`src/sv/sse_ram.sv`:
```
// ----------------------------------------------------------------------------
// sse_ram
// generic single write, single read ram with registered read data
// ----------------------------------------------------------------------------
module sse_ram #(
	parameter int Width = 8,
	parameter int Depth = 16
) (
	input  logic                     clk,
	input  logic                     we,
	input  logic [$clog2(Depth)-1:0] waddr,
	input  logic [Width-1:0]         wdata,
	input  logic [$clog2(Depth)-1:0] raddr,
	output logic [Width-1:0]         rdata
);

	logic [Width-1:0] mem [Depth];

	always_ff @(posedge clk) begin
		if (we) begin
			mem[waddr] <= wdata;
		end
		rdata <= mem[raddr];
	end

endmodule

```
`config.mk`:
```
export PLATFORM = sky130hd
export DESIGN_NAME = sse_ram
export DESIGN_NICKNAME = d
export VERILOG_FILES = /design/src/sv/sse_ram.sv
export SDC_FILE = /design/constraint.sdc
export NUM_CORES = 1
export LEC_CHECK = 0
export BUFFER_PORTS_ARGS = -buffer_cell sky130_fd_sc_hd__buf_2
export CORE_MARGIN = 3
export CORE_UTILIZATION = 60
export CTS_BUF_LIST = sky130_fd_sc_hd__clkbuf_8
export DETAILED_ROUTE_END_ITERATION = 10
export GPL_TIMING_DRIVEN = 0
export PLACE_DENSITY_LB_ADDON = 0.05
export SETUP_SLACK_MARGIN = 0.4
export SLEW_MARGIN = 10
export SYNTH_ARGS = -nofsm -noshare
export SYNTH_HDL_FRONTEND = slang
export SYNTH_SLANG_ARGS = --single-unit
```
`constraint.sdc`:
```
create_clock -name clk -period 1.95 [get_ports clk]
set_input_delay 0 -clock clk [delete_from_list [all_inputs] [get_ports clk]]
set_output_delay 0 -clock clk [all_outputs]
set_load 0.01 [all_outputs]
```
==> results by group, run 1 <==
Status
  – Status: complete, no violations

Route
  – Met1 Routed Length: just under 4000 um
  – WL/cell: between 20 and 25 um
  – Vias: ~2400
  – WL met2: about 4600 um
  – DR top layer: met4
  – Starting DRT DRC Count: 218
  – DR WL met3: between 600 and 700 um
  – DRC Markers: 0
  – Pre-Repair DR Iteration Count: 4
  – Final wirelength: 9280 um
  – Detail Route Antenna Nets: 0
  – Vias per cell: 5.97

Clocking
  – CTS tree: done
  – CTS buffer count: 17
  – Clk Latency, worst-skew pair: 0.42 ns
  – Clk buf depth: 2
  – Setup bufs post-CTS: 0
  – Root Driver: clkbuf_8
  – Clock-pin slew on the worst setup and hold paths: 0.08 ns
  – CTS Sinks: 136
  – Htree depth: 4

Run
  – Max-cap check violation count: 0

Floorplanning
  – Die Footprint: 9730 um2
  – Die height: 98.6 um
  – Initial Utilization: between 60% and 70%
  – Core box area: 8260 um2
  – IO Pins: 26
  – Core Rows: 33
  – DIE WIDTH: 98.6 um

Synthesis
  – Synth top area share: 74.7%
  – Top cells by area, synth: edfxtp_1, mux4_2, mux4_1
  – Synthesized flop and latch total: 136
  – Syn Nets: 247
  – Cells after synthesis: 229
  – Warnings from Yosys: 0
  – Avg Synthesized Cell Area: roughly 22 um2
  – Cell variety after synth: 19
  – Synthesized area: 5150 um2
  – Synth area leader: edfxtp_1
  – Sequential element share of the synthesized area: 77.8%

Final layout
  – Most common cell after layout, fill and taps aside: edfxtp_1
  – Area grow syn2layout: 14.9%
  – Finished Cell Area: 5910 um2
  – Ant. Diodes: 0
  – Post-route insts no fill: 398
  – Most frequent cells in the layout: edfxtp_1, buf_2, mux4_2
  – Nets@finish: 298
  – Layout cells sized above 1: 29.7%
  – Final core utilization: a little under three quarters

Worst setup path
  – Critical Path RT: 2.25 ns
  – CP Launch Type: flop
  – Kind of critical path: reg -> reg
  – CP Capture Point: rdata[6]$_DFF_P_
  – RR Startpoint: mem[2][6]$_DFFE_PP_
  – Crit path launch: mem[2][6]$_DFFE_PP_
  – Reg-to-reg endpoint: rdata[6]$_DFF_P_
  – Path depth of the worst reg2reg path: 3
  – Worst-path fanout max: 1
  – Critical path arrival: 1.71 ns
  – CP Capture Type: flop
  – FF-to-FF setup slack: between 0.5 and 0.6 ns

Place
  – Placed cells: 358
  – DP HPWL: 5880 um
  – Placed inst area: 5420 um2
  – IO Port Bufs: 24
  – GPL Wtd Cong: 0.699

Pwr
  – Total chip power: around 5.9 mW
  – Pleak: 1.97 nW
  – Peak VDD IR: 696 uV
  – PD cells: about 1000 nW/um2

Global route
  – Number of antenna violations at the first check in global routing: 0
  – First-pass GRT wire length: 14400 um
  – GRT overflow: 0
  – Largest net degree at the start of global routing: 17
  – Global Route Usage Sum: 21.1%
  – Vias in the first global route: 2473

Timing
  – Final Hold Fails: 0
  – Fin. max-slew vios: 0
  – Hold slack: 0.0865 ns
  – Max-slew headroom: 36.2%
  – Measured slew at the worst slew-check pin: 0.953 ns
  – Fmax: 709 MHz
  – RSZ-0062 raised after global routing: false
  – Worst Skew: 0.00952 ns
  – Fin crit period: 1.41 ns
  – Setup violators final: 0
  – Period utilisation layout: 72.3%

Min path
  – Type of the worst min-delay path: in -> reg
  – Hold depth: 4
  – Worst min-delay path startpoint: raddr[1]
-- stage by stage --
stage | setup WS [ns] | TNS [ns]
global route | 0.488 | 0
global placement | -0.249 | -1.99
detailed placement | 0.128 | 0
CTS | 0.538 | 0
finish | 0.540 | 0
floorplan | 0.457 | 0
-- final cells by class --
class | count | area, um2
multi-input cells | 83 | 1080
repair buffers | 32 | 200
flip-flops and latches | 136 | 4000
clock inverters | 15 | 179
clock buffers | 17 | 234
well taps | 105 | 131
plain buffers | 10 | 86.3
fillers | 533 | 2350
-- routing by layer --
metal  global-route usage (%)  up-vias
met5                        0        -
met4                     5.57        0
met3                     6.79        8
met2                     33.2       85
met1                     29.2     1209
li1                         -     1074
-- worst max-delay path: stages, from the launching register on --
cell	delay [ns]
edfxtp_1	0.37
mux4_2	0.48
a22oi_1	0.34
nand2_1	0.11
-- Yosys cell counts --
cell type and n:
mux4_2 18, mux4_1 14, nand2_1 9, and2_1 1
buf_4 1, and2b_1 1, nor2b_1 1, or3b_2 1
buf_6 3, a22oi_1 16, nor2_1 13, edfxtp_1 128
buf_2 3, clkdlybuf4s25_2 3, nand3_1 1, nor3_1 4
nand2b_1 2, dfxtp_1 8, nand3b_1 2
-- where the power goes --
part	internal [mW]	switching, mW
logic	0.140	0.179
clock network	1.27	1.07
registers	3.26	0.0148
total	4.67	1.26
-- cells by family after synthesis --
family / count (synthesis) / share of synthesized area (%)
multiplexers: 32 / 15.0
AND/OR/NAND/NOR: 35 / 3.18
AO/OA/AOI/OAI: 16 / 2.33
flip-flops: 136 / 77.8
buffers and inverters: 10 / 1.68
-- flip-flops by register name (all words and copies together), names as in the netlist --
register,count
rdata,8
mem,128
-- how the worst min path moves through the flow --
stage	end
floorplan	mem[0][0]$_DFFE_PP_
global placement	mem[7][4]$_DFFE_PP_
detailed placement	rdata[1]
CTS	mem[12][6]$_DFFE_PP_
global route	mem[4][0]$_DFFE_PP_
finish	rdata[0]$_DFF_P_
-- repair_timing --
| item | CTS | global route |
|---|---|---|
| hold buffers | 8 | 0 |
| resized for setup | 0 | 0 |
| endpoints found under the hold margin | 128 | 0 |
Note: power is estimated with default switching activity, not from simulation.
==> run 2: changes to the inputs <==
--- a/config.mk
+++ b/config.mk
@@ -5,6 +5,7 @@
 export SDC_FILE = /design/constraint.sdc
 export NUM_CORES = 1
 export LEC_CHECK = 0
+export ABC_AREA = 1
 export BUFFER_PORTS_ARGS = -buffer_cell sky130_fd_sc_hd__buf_2
 export CORE_MARGIN = 3
 export CORE_UTILIZATION = 60
==> constraint.sdc (replaced) <==
create_clock -name clk -period 1.3 [get_ports clk]
set_input_delay 0 -clock clk [delete_from_list [all_inputs] [get_ports clk]]
set_output_delay 0 -clock clk [all_outputs]
set_load 0.01 [all_outputs]
==> run 2 against run 1 <==
Sequential cell count stayed put; first-iteration DRC count is 110% higher; area after synthesis is 12% higher; clock power is 52% higher; synthesized cell count is 140% higher; critical path depth stayed put; setup slack worse by 0.24 ns; combinational power is 140% higher; core utilization is 2.0 points higher; non-clock buffer count is 14 higher; clock skew is 0.00084 ns higher; register-to-register slack worse by 0.23 ns; highest routed layer unchanged.
==> results by group, run 2 <==
Status
  – Status: complete, no violations (unchanged)

Timing
  – Worst Skew: 0.0104 ns (was 0.00952 ns)
  – Setup TNS: 0 ns (unchanged)
  – Period utilisation layout: 77.1%
  – Fin crit period: approximately 1.0 ns
  – Fin. max-slew vios: 0 (unchanged)
  – Max-slew headroom: 51.5% (was 36.2%)
  – Final Hold Fails: 0 (unchanged)
  – Setup violators final: 0 (unchanged)
  – RSZ-0062 raised after global routing: true (was false)
  – Fmax: 998 MHz
  – Measured slew at the worst slew-check pin: 0.725 ns (was 0.953 ns)

Place
  – DP HPWL: 8750 um (was 5880 um)
  – IO Port Bufs: 22 (was 24)
  – GPL Wtd Cong: 0.834 (was 0.699)

Min path
  – Type of the worst min-delay path: in -> reg (unchanged)
  – Hold EP: mem[14][2]$_DFFE_PP_ (was rdata[0]$_DFF_P_)
  – Worst min-delay path startpoint: wdata[2] (was raddr[1])
  – Hold depth: 1 (was 4)

Clocking
  – Htree depth: 4 (unchanged)
  – Root Driver: clkbuf_8 (unchanged)
  – Clk Latency, worst-skew pair: 0.43 ns (was 0.42 ns)
  – Setup bufs post-CTS: 0 (unchanged)
  – CTS buffer count: 17 (unchanged)
  – Clock-pin slew on the worst setup and hold paths: 0.08 ns (about the same)
  – CTS Sinks: 136 (unchanged)
  – Clk buf depth: 2 (unchanged)
  – CTS tree: done (unchanged)

Floorplanning
  – Core box area: 9280 um2 (was 8260 um2)
  – IO Pins: 26 (unchanged)
  – Die height: 104 um (was 98.6 um)
  – DIE WIDTH: 104 um (was 98.6 um)
  – Core Rows: 35 (was 33)
  – Initial Utilization: 62.1% (was 62.3%)
  – Die Footprint: 10800 um2 (was 9730 um2)

Route
  – Vias: 3987 (was 2376)
  – Starting DRT DRC Count: 466 (was 218)
  – Final wirelength: 14000 um (was 9280 um)
  – Detail Route Antenna Nets: 0 (unchanged)
  – Vias per cell: 5.36 (was 5.97)
  – Pre-Repair DR Iteration Count: 5 (was 4)
  – WL/cell: 18.8 um (was 23.3 um)
  – DRC Markers: 0 (unchanged)

Synthesis
  – EDFF count, synth: 128 (unchanged)
  – Synth top area share: 66.7% (was 74.7%)
  – Most frequent cell after synthesis: nand2_1 (was edfxtp_1)
  – Sequential element share of the synthesized area: 69.4% (was 77.8%)
  – Cell variety after synth: 12 (was 19)
  – Synthesized flop and latch total: 136 (unchanged)
  – Synthesized area: 5770 um2 (was 5150 um2)
  – Warnings from Yosys: 0 (unchanged)
  – Top cells by area, synth: edfxtp_1, nand2_1, nand3_1 (was edfxtp_1, mux4_2, mux4_1)
  – Cells after synthesis: 551 (was 229)
  – Post-synth ARST share: 0% (unchanged)
  – Synth Flop Type: edfxtp_1 (unchanged)
  – Post-synth top cells: nand2_1, edfxtp_1, inv_1, nand3_1, nor2_1 (was edfxtp_1, mux4_2, a22oi_1, mux4_1, nor2_1)
  – Syn Nets: 569 (was 247)
  – Avg Synthesized Cell Area: 10.5 um2 (was 22.5 um2)
  – Synth area leader: edfxtp_1 (unchanged)

Worst setup path
  – Worst-path fanout max: 8 (was 1)
  – FF-to-FF setup slack: 0.31 ns (was 0.54 ns)
  – Kind of critical path: in -> reg (was reg -> reg)
  – Path depth of the worst reg2reg path: 6 (was 3)
  – Reg-to-reg endpoint: rdata[0]$_DFF_P_ (was rdata[6]$_DFF_P_)
  – Critical path arrival: 1.06 ns (was 1.71 ns)
  – Critical Path RT: 1.36 ns (was 2.25 ns)
  – RR Startpoint: mem[11][0]$_DFFE_PP_ (was mem[2][6]$_DFFE_PP_)
  – Crit path launch: waddr[3] (was mem[2][6]$_DFFE_PP_)
  – CP Launch Type: input port (was flop)
  – CP Capture Type: flop (unchanged)

Pwr
  – Sw Share: 23.9% (was 21.3%)
  – Peak VDD IR: 923 uV (was 696 uV)
  – Internal power: 7.04 mW (was 4.67 mW)
  – PD cells: 1350 nW/um2 (was 1000 nW/um2)
  – Pleak: 2.94 nW (was 1.97 nW)
  – Clk network pwr share: 38.6% (was 39.4%)
  – Flop pwr share: 53.2% (was 55.2%)
  – Comb pwr share: 8.2% (was 5.4%)
  – Switching power: 2.21 mW (was 1.26 mW)

Final layout
  – Most frequent cells in the layout: nand2_1, edfxtp_1, inv_1 (was edfxtp_1, buf_2, mux4_2)
  – Multi-input logic area: 1480 um2 (was 1080 um2)
  – Ant. Diodes: 0 (unchanged)
  – Final core utilization: 73.6% (was 71.6%)
  – Top reg by flops: mem (unchanged)
  – Layout cells sized above 1: 22.9% (was 29.7%)
  – Max reg flops: 128 (unchanged)
  – Regs by FF count: mem: 128 flops, rdata: 8 flops (unchanged)
  – Filler cells: 673 (was 533)
  – Reg area: 4010 um2 (was 4000 um2)
  – Nets@finish: 620 (was 298)
  – Area grow syn2layout: 18.4% (was 14.9%)
  – Most common cell after layout, fill and taps aside: nand2_1 (was edfxtp_1)

Run
  – Max-cap check violation count: 0 (unchanged)

Global route
  – Number of antenna violations at the first check in global routing: 0 (unchanged)
  – Largest net degree at the start of global routing: 17 (unchanged)
  – First-pass GRT wire length: 20900 um (was 14400 um)
  – GRT overflow: 0 (unchanged)
  – Global Route Usage Sum: 26.2% (was 21.1%)
  – Vias in the first global route: 3713 (was 2473)
-- run 2: through the flow --
step / hold WS, ns / power (mW) / instances / cell area, um2 / worst slack [ns]
global route: 0.0141 / 9.51 / 744 / 6830 / 0.243
CTS: 0.00650 / 9.21 / 744 / 6680 / 0.309
finish: 0.0240 / 9.24 / 744 / 6830 / 0.298
detailed placement: 0.396 / 5.65 / 702 / 6050 / -0.243
global placement: 0.395 / 5.64 / 702 / 6050 / -0.184
floorplan: 0.0989 / 5.38 / 551 / 5770 / 0.349
-- run 2: critical path, cell delays in order --
cell      delay, ns
buf_2          0.12
nand3b_1       0.31
nor2_1         0.64
-- run 2: cells by family (layout without fill, tap and decap cells) --
| kind of cell | Yosys count | in the layout | share of synthesized area (%) |
|---|---|---|---|
| AND/OR/NAND/NOR | 289 | 289 | 21.0 |
| buffers and inverters | 126 | 190 | 9.52 |
| flip-flops | 136 | 136 | 69.4 |
-- run 2: worst max-delay path by stage --
stage	endpoint	cells past startpoint
after CTS	mem[6][5]$_DFFE_PP_	3
after detailed placement	mem[13][6]$_DFFE_PP_	4
after global routing	mem[5][3]$_DFFE_PP_	3
final	mem[5][4]$_DFFE_PP_	3
after global placement	mem[13][7]$_DFFE_PP_	4
after floorplan	mem[10][0]$_DFFE_PP_	2
-- run 2: layer usage --
layer	GRT usage, %	part of all wire [%]	vias to the layer above
met1	38.1	43	1885
met5	0	0	-
met4	9.12	1.3	0
li1	-	-	1877
met3	4.84	9.3	18
met2	40.3	46	207
-- run 2: layout make-up --
class	count	share of cell area (%)
tap	129	2.36
buffer	24	2.44
clock inverter	15	2.62
timing repair buffer	32	3.26
multi-input combinational	289	21.6
clock buffer	17	3.43
sequential	136	58.7
inverter	102	5.61
-- run 2: what timing repair did --
| item | CTS | global route |
|---|---|---|
| resized for setup | 27 | 36 |
| endpoints found under the setup margin | 80 | 50 |
| endpoints found under the hold margin | 96 | 0 |
| pin swaps | 16 | 22 |
| hold buffers | 10 | 0 |
| cloned | 0 | 0 |
-- run 2: power by group through the flow --
stage	logic [mW]	clock network [mW]	registers, mW
global route	0.813	3.77	4.93
detailed placement	0.637	0	5.02
CTS	0.697	3.59	4.92
floorplan	0.348	0	5.03
finish	0.757	3.56	4.92
global placement	0.623	0	5.01
